--- config.mk ---
export PLATFORM = sky130hd
export DESIGN_NAME = csv_field_splitter_flat
export DESIGN_NICKNAME = d
export VERILOG_FILES = /design/src/hw/rtl/csvs_pkg.sv /design/src/hw/rtl/csvs_in_if.sv /design/src/hw/rtl/csvs_out_if.sv /design/src/hw/rtl/csvs_ctrl.sv /design/src/hw/rtl/csvs_dp.sv /design/src/hw/rtl/csv_field_splitter.sv /design/src/flat_wrapper.sv
export SDC_FILE = /design/constraint.sdc
export NUM_CORES = 1
export LEC_CHECK = 0
export BUFFER_PORTS_ARGS = -buffer_cell sky130_fd_sc_hd__buf_2
export CAP_MARGIN = 20
export CORE_MARGIN = 4
export CORE_UTILIZATION = 45
export CTS_BUF_LIST = sky130_fd_sc_hd__clkbuf_16
export DETAILED_ROUTE_END_ITERATION = 6
export PLACE_DENSITY = 0.64
export SYNTH_ARGS = -nofsm -noshare
export SYNTH_HDL_FRONTEND = slang
export SYNTH_SLANG_ARGS = --single-unit
--- constraint.sdc ---
create_clock -name clk -period 15 [get_ports clk]
set_clock_uncertainty 0.2 [all_clocks]
set_input_delay 1.5 -clock clk [delete_from_list [all_inputs] [get_ports clk]]
set_output_delay 1.5 -clock clk [all_outputs]
set_load 0.01 [all_outputs]
--- src/hw/rtl/csvs_pkg.sv ---
package csvs_pkg;

  localparam int SPACE_HOLD_DEPTH = 32;
  localparam int SH_AW = (SPACE_HOLD_DEPTH > 1) ? $clog2(SPACE_HOLD_DEPTH) : 1;
  localparam int SH_CW = $clog2(SPACE_HOLD_DEPTH + 1);

  localparam logic [7:0] QUOTE_CH  = 8'h22;
  localparam logic [7:0] COMMA_CH  = 8'h2C;
  localparam logic [7:0] CH_SPACE  = 8'h20;
  localparam logic [7:0] CH_TAB    = 8'h09;
  localparam logic [7:0] CH_LF     = 8'h0A;
  localparam logic [7:0] CH_VT     = 8'h0B;
  localparam logic [7:0] CH_FF     = 8'h0C;
  localparam logic [7:0] CH_CR     = 8'h0D;
  localparam logic [7:0] FIELD_LIMIT_RST = 8'd32;

  typedef enum logic [2:0] {
    K_BYTE    = 3'd0,
    K_FEND    = 3'd1,
    K_LINE    = 3'd2,
    K_TOOMANY = 3'd3,
    K_OPENQ   = 3'd4,
    K_WSOVF   = 3'd5
  } kind_t;

  typedef enum logic [1:0] {
    QM_OUT  = 2'd0,
    QM_IN   = 2'd1,
    QM_PEND = 2'd2
  } qmode_t;

  typedef enum logic [2:0] {
    WS_SPACE = 3'd0,
    WS_TAB   = 3'd1,
    WS_LF    = 3'd2,
    WS_VT    = 3'd3,
    WS_FF    = 3'd4,
    WS_CR    = 3'd5
  } ws_code_t;

  typedef struct packed {
    logic take;
    logic emit_flush;
    logic emit_prim;
    logic emit_term;
  } dp_cmd_t;

  typedef struct packed {
    logic dec_flush;
    logic dec_prim;
    logic dec_term;
    logic flush_last;
    logic term_pend;
    logic out_free;
  } dp_sts_t;

  function automatic logic is_ws(logic [7:0] b);
    return (b == CH_SPACE) || (b == CH_TAB) || (b == CH_LF) ||
           (b == CH_VT) || (b == CH_FF) || (b == CH_CR);
  endfunction

  function automatic ws_code_t ws_code(logic [7:0] b);
    ws_code_t c;
    case (b)
      CH_TAB:  c = WS_TAB;
      CH_LF:   c = WS_LF;
      CH_VT:   c = WS_VT;
      CH_FF:   c = WS_FF;
      CH_CR:   c = WS_CR;
      default: c = WS_SPACE;
    endcase
    return c;
  endfunction

  function automatic logic [7:0] ws_char(logic [2:0] c);
    logic [7:0] b;
    case (c)
      WS_TAB:  b = CH_TAB;
      WS_LF:   b = CH_LF;
      WS_VT:   b = CH_VT;
      WS_FF:   b = CH_FF;
      WS_CR:   b = CH_CR;
      default: b = CH_SPACE;
    endcase
    return b;
  endfunction

endpackage

--- src/hw/rtl/csvs_in_if.sv ---
interface csvs_in_if;
  logic       valid;
  logic       ready;
  logic [7:0] in_byte;
  logic       line_end;

  modport source (output valid, output in_byte, output line_end, input ready);
  modport sink (input valid, input in_byte, input line_end, output ready);
endinterface

--- src/hw/rtl/csvs_out_if.sv ---
interface csvs_out_if;
  logic       valid;
  logic       ready;
  logic [2:0] kind;
  logic [7:0] out_byte;
  logic [7:0] field_index;
  logic       last;

  modport source (output valid, output kind, output out_byte, output field_index,
                  output last, input ready);
  modport sink (input valid, input kind, input out_byte, input field_index,
                input last, output ready);
endinterface

--- src/hw/rtl/csvs_ctrl.sv ---
module csvs_ctrl import csvs_pkg::*; (
  input  logic    clk,
  input  logic    rst_n,
  input  logic    in_valid,
  output logic    in_ready,
  input  dp_sts_t sts,
  output dp_cmd_t cmd
);

  typedef enum logic [3:0] {
    S_IDLE  = 4'b0001,
    S_FLUSH = 4'b0010,
    S_PRIM  = 4'b0100,
    S_TERM  = 4'b1000
  } state_t;

  state_t state_r, state_nxt;

  assign in_ready = (state_r == S_IDLE);

  always_comb begin
    state_nxt = state_r;
    cmd       = '0;
    case (state_r)
      S_IDLE: begin
        if (in_valid) begin
          cmd.take = 1'b1;
          if (sts.dec_flush) begin
            state_nxt = S_FLUSH;
          end else if (sts.dec_prim) begin
            state_nxt = S_PRIM;
          end else if (sts.dec_term) begin
            state_nxt = S_TERM;
          end
        end
      end
      S_FLUSH: begin
        if (sts.out_free) begin
          cmd.emit_flush = 1'b1;
          if (sts.flush_last) begin
            state_nxt = S_PRIM;
          end
        end
      end
      S_PRIM: begin
        if (sts.out_free) begin
          cmd.emit_prim = 1'b1;
          state_nxt = sts.term_pend ? S_TERM : S_IDLE;
        end
      end
      S_TERM: begin
        if (sts.out_free) begin
          cmd.emit_term = 1'b1;
          state_nxt = S_IDLE;
        end
      end
      default: state_nxt = S_IDLE;
    endcase
  end

  always_ff @(posedge clk) begin
    if (!rst_n) begin
      state_r <= S_IDLE;
    end else begin
      state_r <= state_nxt;
    end
  end

endmodule

--- src/hw/rtl/csvs_dp.sv ---
module csvs_dp import csvs_pkg::*; (
  input  logic       clk,
  input  logic       rst_n,
  input  logic [7:0] in_byte,
  input  logic       line_end,
  input  logic       cfg_we,
  input  logic [7:0] cfg_data,
  input  dp_cmd_t    cmd,
  output dp_sts_t    sts,
  output logic       out_valid,
  input  logic       out_ready,
  output logic [2:0] out_kind,
  output logic [7:0] out_byte,
  output logic [7:0] out_index,
  output logic       out_last
);

  logic [7:0]       fld_lim_r;
  qmode_t           qm_r, qm_nxt;
  logic             fs_r, fs_nxt;
  logic             fhc_r, fhc_nxt;
  logic [7:0]       cnt_r, cnt_nxt;
  logic [SH_CW-1:0] hsc_r, hsc_nxt;
  logic             disc_r, disc_nxt;

  logic [2:0]       mem [SPACE_HOLD_DEPTH];
  logic [2:0]       rd_data_r;
  logic [SH_CW-1:0] fp_r, fp_nxt;

  logic [SH_CW-1:0] flush_n_r, flush_n_nxt;
  kind_t            prim_kind_r, prim_kind_nxt;
  logic [7:0]       prim_byte_r, prim_byte_nxt;
  logic [7:0]       prim_idx_r;
  logic             prim_last_r, prim_last_nxt;
  logic             prim_v;
  kind_t            term_kind_r, term_kind_nxt;
  logic [7:0]       term_idx_r;
  logic             term_v_r, term_v_nxt;
  logic             wr_en;

  logic             out_valid_r, out_valid_nxt;
  kind_t            kind_r;
  logic [7:0]       byte_r;
  logic [7:0]       idx_r;
  logic             last_r;

  logic [8:0]       lim9;
  logic [8:0]       cnt1;
  logic             too_many;
  logic             b_ws;
  logic             do_content, do_outside;
  logic [7:0]       cb;
  logic             err;
  kind_t            err_kind;

  assign lim9     = (fld_lim_r == 8'd0) ? 9'd1 : {1'b0, fld_lim_r};
  assign cnt1     = {1'b0, cnt_r} + 9'd1;
  assign too_many = (cnt1 >= lim9);
  assign b_ws     = is_ws(in_byte);

  always_comb begin
    qm_nxt        = qm_r;
    fs_nxt        = fs_r;
    fhc_nxt       = fhc_r;
    cnt_nxt       = cnt_r;
    hsc_nxt       = hsc_r;
    disc_nxt      = disc_r;
    do_content    = 1'b0;
    do_outside    = 1'b0;
    cb            = in_byte;
    err           = 1'b0;
    err_kind      = K_TOOMANY;
    wr_en         = 1'b0;
    flush_n_nxt   = '0;
    prim_v        = 1'b0;
    prim_kind_nxt = K_BYTE;
    prim_byte_nxt = 8'd0;
    prim_last_nxt = 1'b1;
    term_v_nxt    = 1'b0;
    term_kind_nxt = K_LINE;

    if (disc_r) begin
      if (line_end) begin
        qm_nxt   = QM_OUT;
        fs_nxt   = 1'b1;
        fhc_nxt  = 1'b0;
        cnt_nxt  = 8'd0;
        hsc_nxt  = '0;
        disc_nxt = 1'b0;
      end
    end else begin
      case (qm_r)
        QM_IN: begin
          if (in_byte == QUOTE_CH) begin
            qm_nxt = QM_PEND;
          end else begin
            do_content = 1'b1;
          end
        end
        QM_PEND: begin
          if (in_byte == QUOTE_CH) begin
            qm_nxt     = QM_IN;
            do_content = 1'b1;
          end else begin
            qm_nxt     = QM_OUT;
            do_outside = 1'b1;
          end
        end
        default: begin
          qm_nxt     = QM_OUT;
          do_outside = 1'b1;
        end
      endcase

      if (do_outside) begin
        if (in_byte == COMMA_CH) begin
          if (too_many) begin
            err      = 1'b1;
            err_kind = K_TOOMANY;
          end else begin
            prim_v        = 1'b1;
            prim_kind_nxt = K_FEND;
            cnt_nxt       = cnt1[7:0];
            fs_nxt        = 1'b1;
            fhc_nxt       = 1'b0;
            hsc_nxt       = '0;
          end
        end else if (in_byte == QUOTE_CH && fs_r) begin
          qm_nxt = QM_IN;
          fs_nxt = 1'b0;
        end else begin
          if (!b_ws) begin
            fs_nxt = 1'b0;
          end
          do_content = 1'b1;
        end
      end

      if (do_content) begin
        if (b_ws) begin
          if (fhc_r) begin
            if (hsc_r >= SH_CW'(SPACE_HOLD_DEPTH)) begin
              err      = 1'b1;
              err_kind = K_WSOVF;
            end else begin
              wr_en   = 1'b1;
              hsc_nxt = hsc_r + SH_CW'(1);
            end
          end
        end else begin
          flush_n_nxt   = hsc_r;
          hsc_nxt       = '0;
          prim_v        = 1'b1;
          prim_kind_nxt = K_BYTE;
          prim_byte_nxt = cb;
          fhc_nxt       = 1'b1;
        end
      end

      if (err) begin
        prim_v        = 1'b1;
        prim_kind_nxt = err_kind;
        prim_byte_nxt = 8'd0;
        flush_n_nxt   = '0;
      end else if (line_end) begin
        term_v_nxt    = 1'b1;
        term_kind_nxt = (qm_nxt == QM_IN) ? K_OPENQ : K_LINE;
        prim_last_nxt = 1'b0;
      end

      if (err || line_end) begin
        qm_nxt   = QM_OUT;
        fs_nxt   = 1'b1;
        fhc_nxt  = 1'b0;
        cnt_nxt  = 8'd0;
        hsc_nxt  = '0;
        disc_nxt = err && !line_end;
      end
    end
  end

  always_ff @(posedge clk) begin
    if (!rst_n) begin
      fld_lim_r    <= FIELD_LIMIT_RST;
      qm_r         <= QM_OUT;
      fs_r         <= 1'b1;
      fhc_r        <= 1'b0;
      cnt_r        <= 8'd0;
      hsc_r        <= '0;
      disc_r       <= 1'b0;
      term_v_r     <= 1'b0;
    end else begin
      if (cfg_we) begin
        fld_lim_r <= cfg_data;
      end
      if (cmd.take) begin
        qm_r     <= qm_nxt;
        fs_r     <= fs_nxt;
        fhc_r    <= fhc_nxt;
        cnt_r    <= cnt_nxt;
        hsc_r    <= hsc_nxt;
        disc_r   <= disc_nxt;
        term_v_r <= term_v_nxt;
      end
    end
  end

  always_ff @(posedge clk) begin
    if (cmd.take) begin
      flush_n_r   <= flush_n_nxt;
      prim_kind_r <= prim_kind_nxt;
      prim_byte_r <= prim_byte_nxt;
      prim_idx_r  <= cnt_r;
      prim_last_r <= prim_last_nxt;
      term_kind_r <= term_kind_nxt;
      term_idx_r  <= (err) ? cnt_r : ((prim_kind_nxt == K_FEND && prim_v) ? cnt1[7:0] : cnt_r);
    end
  end

  // held whitespace store
  always_ff @(posedge clk) begin
    if (cmd.take && wr_en) begin
      mem[hsc_r[SH_AW-1:0]] <= ws_code(in_byte);
    end
  end

  always_comb begin
    fp_nxt = fp_r;
    if (cmd.take) begin
      fp_nxt = '0;
    end else if (cmd.emit_flush) begin
      fp_nxt = fp_r + SH_CW'(1);
    end
  end

  always_ff @(posedge clk) begin
    fp_r      <= fp_nxt;
    rd_data_r <= mem[fp_nxt[SH_AW-1:0]];
  end

  assign out_valid_nxt = (cmd.emit_flush || cmd.emit_prim || cmd.emit_term) ? 1'b1 :
                         (out_ready ? 1'b0 : out_valid_r);

  always_ff @(posedge clk) begin
    if (!rst_n) begin
      out_valid_r <= 1'b0;
    end else begin
      out_valid_r <= out_valid_nxt;
    end
  end

  always_ff @(posedge clk) begin
    if (cmd.emit_flush) begin
      kind_r <= K_BYTE;
      byte_r <= ws_char(rd_data_r);
      idx_r  <= prim_idx_r;
      last_r <= 1'b0;
    end else if (cmd.emit_prim) begin
      kind_r <= prim_kind_r;
      byte_r <= prim_byte_r;
      idx_r  <= prim_idx_r;
      last_r <= prim_last_r;
    end else if (cmd.emit_term) begin
      kind_r <= term_kind_r;
      byte_r <= 8'd0;
      idx_r  <= term_idx_r;
      last_r <= 1'b1;
    end
  end

  assign sts.dec_flush  = !disc_r && (flush_n_nxt != '0);
  assign sts.dec_prim   = !disc_r && prim_v;
  assign sts.dec_term   = !disc_r && term_v_nxt;
  assign sts.flush_last = ((fp_r + SH_CW'(1)) == flush_n_r);
  assign sts.term_pend  = term_v_r;
  assign sts.out_free   = !out_valid_r || out_ready;

  assign out_valid = out_valid_r;
  assign out_kind  = kind_r;
  assign out_byte  = byte_r;
  assign out_index = idx_r;
  assign out_last  = last_r;

endmodule

--- src/hw/rtl/csv_field_splitter.sv ---
// A request is taken in S_IDLE; S_FLUSH, S_PRIM and S_TERM then load its results into
//   the single output register, one result per cycle while the output register is free,
//   and the next request is taken only after the last result is loaded.
// Held-whitespace release drains the store one entry per cycle through its read port while the output register is free.
// Reset: synchronous, active-low rst_n clears line state and sets the field limit to 32;
//   the held-whitespace store is not cleared.
module csv_field_splitter import csvs_pkg::*; (
  input  logic              clk,
  input  logic              rst_n,
  csvs_in_if.sink           in_ch,
  csvs_out_if.source        out_ch,
  input  logic              cfg_we,
  input  logic [7:0]        cfg_data
);

  dp_cmd_t cmd;
  dp_sts_t sts;

  csvs_ctrl u_ctrl (
    .clk      (clk),
    .rst_n    (rst_n),
    .in_valid (in_ch.valid),
    .in_ready (in_ch.ready),
    .sts      (sts),
    .cmd      (cmd)
  );

  csvs_dp u_dp (
    .clk       (clk),
    .rst_n     (rst_n),
    .in_byte   (in_ch.in_byte),
    .line_end  (in_ch.line_end),
    .cfg_we    (cfg_we),
    .cfg_data  (cfg_data),
    .cmd       (cmd),
    .sts       (sts),
    .out_valid (out_ch.valid),
    .out_ready (out_ch.ready),
    .out_kind  (out_ch.kind),
    .out_byte  (out_ch.out_byte),
    .out_index (out_ch.field_index),
    .out_last  (out_ch.last)
  );

endmodule

--- src/flat_wrapper.sv ---
// flat-port wrapper written by rule: the top's interface ports become plain ports
module csv_field_splitter_flat import csvs_pkg::*;
  (clk, rst_n, cfg_we, cfg_data, in_ch_valid, in_ch_in_byte, in_ch_line_end, in_ch_ready, out_ch_valid, out_ch_kind, out_ch_out_byte, out_ch_field_index, out_ch_last, out_ch_ready);
  csvs_in_if in_ch_i ();
  csvs_out_if out_ch_i ();
  input  logic clk;
  input  logic rst_n;
  input  logic cfg_we;
  input  logic [7:0] cfg_data;
  input wire logic [$bits(in_ch_i.valid)-1:0] in_ch_valid;
  input wire logic [$bits(in_ch_i.in_byte)-1:0] in_ch_in_byte;
  input wire logic [$bits(in_ch_i.line_end)-1:0] in_ch_line_end;
  output wire logic [$bits(in_ch_i.ready)-1:0] in_ch_ready;
  output wire logic [$bits(out_ch_i.valid)-1:0] out_ch_valid;
  output wire logic [$bits(out_ch_i.kind)-1:0] out_ch_kind;
  output wire logic [$bits(out_ch_i.out_byte)-1:0] out_ch_out_byte;
  output wire logic [$bits(out_ch_i.field_index)-1:0] out_ch_field_index;
  output wire logic [$bits(out_ch_i.last)-1:0] out_ch_last;
  input wire logic [$bits(out_ch_i.ready)-1:0] out_ch_ready;
  assign in_ch_i.valid = in_ch_valid;
  assign in_ch_i.in_byte = in_ch_in_byte;
  assign in_ch_i.line_end = in_ch_line_end;
  assign in_ch_ready = in_ch_i.ready;
  assign out_ch_valid = out_ch_i.valid;
  assign out_ch_kind = out_ch_i.kind;
  assign out_ch_out_byte = out_ch_i.out_byte;
  assign out_ch_field_index = out_ch_i.field_index;
  assign out_ch_last = out_ch_i.last;
  assign out_ch_i.ready = out_ch_ready;
  csv_field_splitter u_core (.clk(clk), .rst_n(rst_n), .in_ch(in_ch_i), .out_ch(out_ch_i), .cfg_we(cfg_we), .cfg_data(cfg_data));
endmodule
== Word level (Yosys, flattened, before mapping) ==
Memory sizes are Yosys's and may differ from the RTL's. A register that Yosys moved wholly into a read port is not among the register bits.
Cells that the tools add are included.

* Register bits: 96
* Output and inout port bits: 22
* Bits of input ports: 22
* Memories: 1
* Memory bits (writable): 96

{| class="wikitable"
|+ Memories
! name !! words !! bits a word !! rd ports !! clocked after Yosys merged registers in !! wr ports !! RTL line !! RTL
|-
| u_core.u_dp.mem || 32 || 3 || 1 || 1 || 1 || csvs_dp.sv:26 || <nowiki>logic [2:0] mem [SPACE_HOLD_DEPTH];</nowiki>
|}

* Reduce and logical (&&, ||, !) cells: 33
* Equality and inequality tests: 32
* Muxes and demuxes: 132
* $lt $le $gt $ge: 2
* Add/sub/neg operators: 3
* Bitwise operators: 2

{| class="wikitable"
|+ Operator list
! operator !! number
|-
| 8-bit two-way mux || 15
|-
| 6-bit two-way mux || 14
|-
| 1-bit two-way mux || 66
|-
| 8-bit by 4-bit == test with 1-bit output, second input constant || 5
|-
| 3-bit two-way mux || 12
|-
| 4-bit two-way mux || 9
|-
| 6-bit case mux with 5 select lines || 1
|-
| 8-bit by 6-bit == test with 1-bit output, second input constant || 3
|-
| 2-bit two-way mux || 8
|-
| 4-bit case mux with 4 select lines || 1
|-
| 3-bit case mux with 5 select lines || 1
|-
| 6-bit by 1-bit adder with 6-bit output, second input constant || 2
|-
| 5-bit two-way mux || 2
|-
| 5-bit AND reduction || 2
|-
| 8-bit by 1-bit adder with 9-bit output, second input constant || 1
|-
| 9-bit by 8-bit greater-or-equal comparator with 1-bit output || 1
|-
| 1-bit logical OR || 9
|-
| 3-bit nonzero test || 3
|-
| 8-bit logical NOT || 1
|-
| 2-bit by 1-bit inequality test with 1-bit output, second input constant || 4
|-
| 1-bit logical AND || 7
|-
| 3-bit by 1-bit == test with 1-bit output, second input constant || 2
|-
| 3-bit by 2-bit == test with 1-bit output, second input constant || 2
|-
| 3-bit == test, second input constant || 2
|-
| 24 further kinds || 31
|}

== Logic depth before layout (Yosys ltp) ==
* Word-level depth: 19
* Gate-level depth with buffers: 13

== Cells and area by module ==
From an unflattened synthesis, not the netlist that was laid out.

* Cells, all modules: 751
* Area total of the unflattened synthesis: 9142.5 µm²

{| class="wikitable"
|+ Modules (own cells, without submodules)
! module !! cells each !! times used !! area each (µm²)
|-
| csvs_dp || 705 || 1 || 8768.4
|-
| csvs_ctrl || 46 || 1 || 374.1
|}

== Worst setup path before layout ==
Ideal clock, no wire load.

* Path kind: in2reg
* Start point: input port in_ch_in_byte[4]
* End point: memory u_core.u_dp.mem[0][0] (data pin)
* Stages: 3
* Slack: 9.086 ns
* Library setup time: 0.754 ns
* Required time: 14.046 ns
* Buffers on the path: 1
* Arrival time: 4.960 ns
* Cell sequence: or3_1 > buf_2 > a2111oi_0

* Longest elaborated chain between the ends: 3
* Elaborated cells on any way between the ends: 7
* Classes of those cells: eq/ne: 5; mux: 2

{| class="wikitable"
|+ Ends and longest elaborated chain
! what !! RTL line !! RTL
|-
| start, declared || flat_wrapper.sv:11 || <nowiki>input wire logic [$bits(in_ch_i.in_byte)-1:0] in_ch_in_byte;</nowiki>
|-
| 8-bit by 4-bit == test with 1-bit output || csvs_pkg.sv:64 || <nowiki>case (b)</nowiki>
|-
| 3-bit case mux with 5 select lines * || csvs_pkg.sv:64 ||
|-
| 3-bit two-way mux * || csvs_dp.sv:222 || <nowiki>if (cmd.take && wr_en) begin</nowiki>
|-
| end, declared || csvs_dp.sv:26 ||
|}

Every way passes the cells marked *; elsewhere a longest branch is shown, timed or not. The select of a mux whose other input is x is not followed.

== Worst setup path after layout ==
* Start point: register u_core.u_dp.cnt_r[0]
* End point: register u_core.u_dp.term_idx_r[1] (data pin)

* Longest elaborated chain between the ends: 16
* Elaborated cells on any way between the ends: 29
* Classes of those cells: add/sub: 1; order compare: 1; eq/ne: 1; mux: 25; reduce/logical: 1

{| class="wikitable"
|+ Ends and longest elaborated chain
! what !! RTL line !! RTL
|-
| start, declared || csvs_dp.sv:22 || <nowiki>logic [7:0] cnt_r, cnt_nxt;</nowiki>
|-
| start signal, assigned || csvs_dp.sv:200 || <nowiki>cnt_r <= cnt_nxt;</nowiki>
|-
| 8-bit by 1-bit adder with 9-bit output * || csvs_dp.sv:57 || <nowiki>assign cnt1 = {1'b0, cnt_r} + 9'd1;</nowiki>
|-
| 9-bit by 8-bit greater-or-equal comparator with 1-bit output || csvs_dp.sv:58 || <nowiki>assign too_many = (cnt1 >= lim9);</nowiki>
|-
| 1-bit two-way mux || csvs_dp.sv:117 || <nowiki>if (too_many) begin</nowiki>
|-
| 1-bit two-way mux || csvs_dp.sv:116 || <nowiki>if (in_byte == COMMA_CH) begin</nowiki>
|-
| 1-bit two-way mux || csvs_dp.sv:115 || <nowiki>if (do_outside) begin</nowiki>
|-
| 1-bit two-way mux || csvs_dp.sv:142 || <nowiki>if (hsc_r >= SH_CW'(SPACE_HOLD_DEPTH)) begin</nowiki>
|-
| 1-bit two-way mux || csvs_dp.sv:141 || <nowiki>if (fhc_r) begin</nowiki>
|-
| 1-bit two-way mux || csvs_dp.sv:140 || <nowiki>if (b_ws) begin</nowiki>
|-
| 1-bit two-way mux || csvs_dp.sv:139 || <nowiki>if (do_content) begin</nowiki>
|-
| 1-bit two-way mux || csvs_dp.sv:82 || <nowiki>if (disc_r) begin</nowiki>
|-
| 3-bit two-way mux || csvs_dp.sv:160 || <nowiki>if (err) begin</nowiki>
|-
| 3-bit two-way mux || csvs_dp.sv:82 ||
|-
| 3-bit by 1-bit == test with 1-bit output || csvs_dp.sv:216 || <nowiki>term_idx_r <= (err) ? cnt_r : ((prim_kind_nxt == K_FEND && prim_v) ? cnt1[7:0] : cnt_r);</nowiki>
|-
| 1-bit logical AND || csvs_dp.sv:216 ||
|-
| 8-bit two-way mux || csvs_dp.sv:216 ||
|-
| 8-bit two-way mux * || csvs_dp.sv:216 ||
|-
| end signal, assigned || csvs_dp.sv:216 ||
|-
| end, declared || csvs_dp.sv:37 || <nowiki>logic [7:0] term_idx_r;</nowiki>
|}

Marks and branches as above.
A chain may end at the register's enable or synchronous reset.

==> results by group <==
Pwr
  – Switch share: 0.265
  – Psw: 325 uW
  – Combinational Power Share: 0.094
  – Internal power: around 900 uW
  – Clock Power Share: 0.392
  – Peak VDD IR: approximately 0.000060 V
  – PwrDens: between 100 and 150 nW/um^2
  – Leak: around 0.0034 uW
  – Part of the power in registers: 0.514

Layout
  – Fin nets: 840
  – Fillers: between 1500 and 2000
  – Area growth syn-to-layout: 12.3%
  – Commonest non-fill, non-tap cells in the layout: edfxtp_1 (148), nor2_1 (64), nand2_1 (61)
  – Share of cells above drive strength 1: 0.150
  – Diode count: 0
  – Leading cell type in the layout, fill and taps excluded: edfxtp_1
  – Non-Filler Instances: about 1100

Worst setup path
  – CP Capture Type: register
  – CP arrival: ~4.3 ns
  – Cell mode on critical path: and3_1
  – Startpoint types: register
  – Kind of critical path: register to register
  – Critical-path cell list: nand3_1, nor2_1, and3_1, xor2_1, ha_1, and3_1, a221oi_1, o211a_1, o21ai_1, nor4_4, mux2_1
  – Top delay family on crit path: simple AND/OR/NAND/NOR gates
  – Critical Path Max Stage Delay: ~0.55 ns
  – CP max stage cell: nor4_4
  – Crit path buf inv count: 0
  – Worst EP required: between 10 and 15 ns
  – CP Max Fanout: 9

Placement
  – GPL Wtd Cong: a little under 0.9
  – DPL Wire Length: roughly 15000 microns
  – IO buf count: 43
  – Pre-CTS setup slack: about 10 ns
  – Dpl cells: 1046

Floorplan
  – Top Ports: 44
  – Die area: 22600 sq um
  – Initial Util: 0.463
  – Vert. Die Dim: between 150 and 200 microns
  – Die width: between 150 and 200 microns
  – Core ar.: about 20000 sq um
  – Cell Rows: between 50 and 60

Detailed routing
  – Vias/cell: ~6
  – Initial DRC Count: around 640
  – DR pass1 iterations: 6
  – Residual DRC: 0
  – DR WL/cell: between 15 and 20 microns
  – Detail Route Antenna Nets: 0
  – Routed WL: ~21000 microns
  – Via count: between 6000 and 7000

STA
  – Max_slew headroom: 0.254
  – Final setup vio count: 0
  – Final period util: 0.289
  – Tightest Pin Transition: approximately 1.1 ns
  – Min Tclk post-route: between 4 and 5 ns
  – Setup TNS: 0 ns
  – Slew Limit Fails: 0
  – Unrepaired setup endpoints after global routing: no
  – Final setup margin: between 10 and 15 ns
  – Final hold vios: 0
  – Max Clk Rate: roughly 230 MHz

Clock tree
  – Cts hold-fix bufs: 0
  – H-tree depth: 4
  – Root Driver: clkbuf_16
  – Clock-pin slew on the worst setup and hold paths: ~0.08 ns
  – Skew-Pair Late Insertion Delay: ~0.44 ns
  – Sink Count: between 150 and 200
  – Setup Buffers After CTS: 0
  – Clk buf depth: 2
  – Resize count post-CTS: 0
  – TritonCTS buffer count: 17
  – CTS tree: built

Yosys
  – Seq/Total Area, Yosys: 0.589
  – Primary FF master, synth: edfxtp_1
  – Syn Area/Cell: between 10 and 15 sq um
  – Post-Syn Nets: between 800 and 900
  – Mapped Cells: around 760
  – Async S/R FF share, synth: 0
  – EDFF count, synth: 148
  – Cell Area, Synth: 9100 sq um
  – Seq cells post-synth: 194
  – Yosys warning total: 0
  – Number of different library cells in the post-synthesis netlist: slightly below 80

Run
  – Max cap viols: 0

GRT
  – GRT Overall Usage: 0.192
  – GRT overflow: 0
  – Vias in the first global route: 6142
  – First-pass GRT wire length: about 33000 microns
  – Pin count of the biggest net entering global routing: 46
  – Initial antenna violation count: 0

Outcome
  – Status: finished, final reports clean

Hold path
  – Worst Hold Class: register to register
worst paths after layout:
check / startpoint / end / slack (ns) / cells past startpoint
worst min register to register: u_core.u_dp.prim_kind_r[0] / u_core.u_dp.out_kind[0] / 0.27 / 1
worst min-delay path: u_core.u_dp.prim_kind_r[0] / u_core.u_dp.out_kind[0] / 0.27 / 1
worst max register to register: u_core.u_dp.cnt_r[0] / u_core.u_dp.term_idx_r[1] / 10.66 / 11
worst max-delay path: u_core.u_dp.cnt_r[0] / u_core.u_dp.term_idx_r[1] / 10.66 / 11
worst register-to-register path, cell delays in order (launching register included):
cell and delay [ns]:
dfxtp_1 0.52, nand3_1 0.19, nor2_1 0.25, and3_1 0.24, xor2_1 0.28, ha_1 0.30, and3_1 0.21, a221oi_1 0.39
o211a_1 0.33, o21ai_1 0.27, nor4_4 0.55, mux2_1 0.37
routing by layer:
metal / global-route usage / vias up / share of wire
met5: 0 / - / 0
met4: 0.0467 / 0 / 0.010
met3: 0.0424 / 22 / 0.065
met2: 0.308 / 239 / 0.48
met1: 0.268 / 3117 / 0.45
li1: - / 2983 / -
sequential cells by signal, summed over array words and instances, names as in the netlist, 2 cells and up:
name                     cells
u_core.u_dp.qm_r             2
u_core.u_dp.out_byte         8
u_core.u_dp.term_idx_r       8
u_core.u_dp.cnt_r            8
u_core.u_dp.flush_n_r        6
u_core.u_dp.fp_r             6
u_core.u_dp.prim_idx_r       8
u_core.u_ctrl.state_r        4
u_core.u_dp.term_kind_r      2
u_core.u_dp.rd_data_r        3
u_core.u_dp.prim_byte_r      8
u_core.u_dp.hsc_r            6
u_core.u_dp.fld_lim_r        8
u_core.u_dp.out_index        8
u_core.u_dp.mem             96
u_core.u_dp.prim_kind_r      3
u_core.u_dp.out_kind         3
power groups by stage:
stage | registers [uW] | logic [uW] | clock network, uW
floorplan | 641 | 77.3 | 0
finish | 631 | 115 | 482
global route | 634 | 128 | 514
detailed placement | 643 | 116 | 0
CTS | 631 | 117 | 488
global placement | 642 | 113 | 0
cell families after synthesis:
logic type / share of synthesized area
buf+inv: 0.0315
mux: 0.0434
xor+xnor: 0.0241
fa+ha+maj: 0.0247
flops: 0.589
compound gates: 0.133
simple gates: 0.154
Yosys cell counts, drive strengths merged, types with 6 or more instances:
master	instances	area, sq um
clkbuf	22	82.6
xor2	8	70.1
nand2	63	246
o31ai	7	52.6
a32o	7	70.1
ha	18	225
nor3	11	76.3
nor4b	10	100
xnor2	17	149
a211oi	29	230
inv	34	128
buf	11	67.6
nor4	10	92.6
and3	14	87.6
nand3	19	95.1
nand4	6	37.5
mux2i	26	260
a311oi	6	52.6
edfxtp	148	4440
o211ai	8	60.1
a21oi	28	140
a31oi	9	56.3
o21ai	21	124
dfxtp	46	921
nor2	65	246
and2	19	119
nand2b	10	62.6
mux2	12	135
a21o	9	67.6
metrics by stage:
stage	hold WS, ns	total power (uW)	utilization	area (sq um)
detailed placement	0.257	759	0.487	9570
floorplan	0.206	719	-	9100
finish	0.273	1230	0.520	10200
CTS	0.275	1240	0.520	10200
global placement	0.244	754	0.487	9570
global route	0.299	1280	0.520	10200
cell type report:
| cell class | instances | area [sq um] | share of cell area |
|---|---|---|---|
| clock inverter | 15 | 223 | 0.0218 |
| timing repair buffer | 50 | 268 | 0.0262 |
| sequential | 194 | 5370 | 0.525 |
| clock buffer | 17 | 425 | 0.0416 |
| multi-input combinational | 502 | 3470 | 0.340 |
| inverter | 35 | 136 | 0.0133 |
| tap | 265 | 332 | 0.0324 |
(Power assumes the default switching activity.)
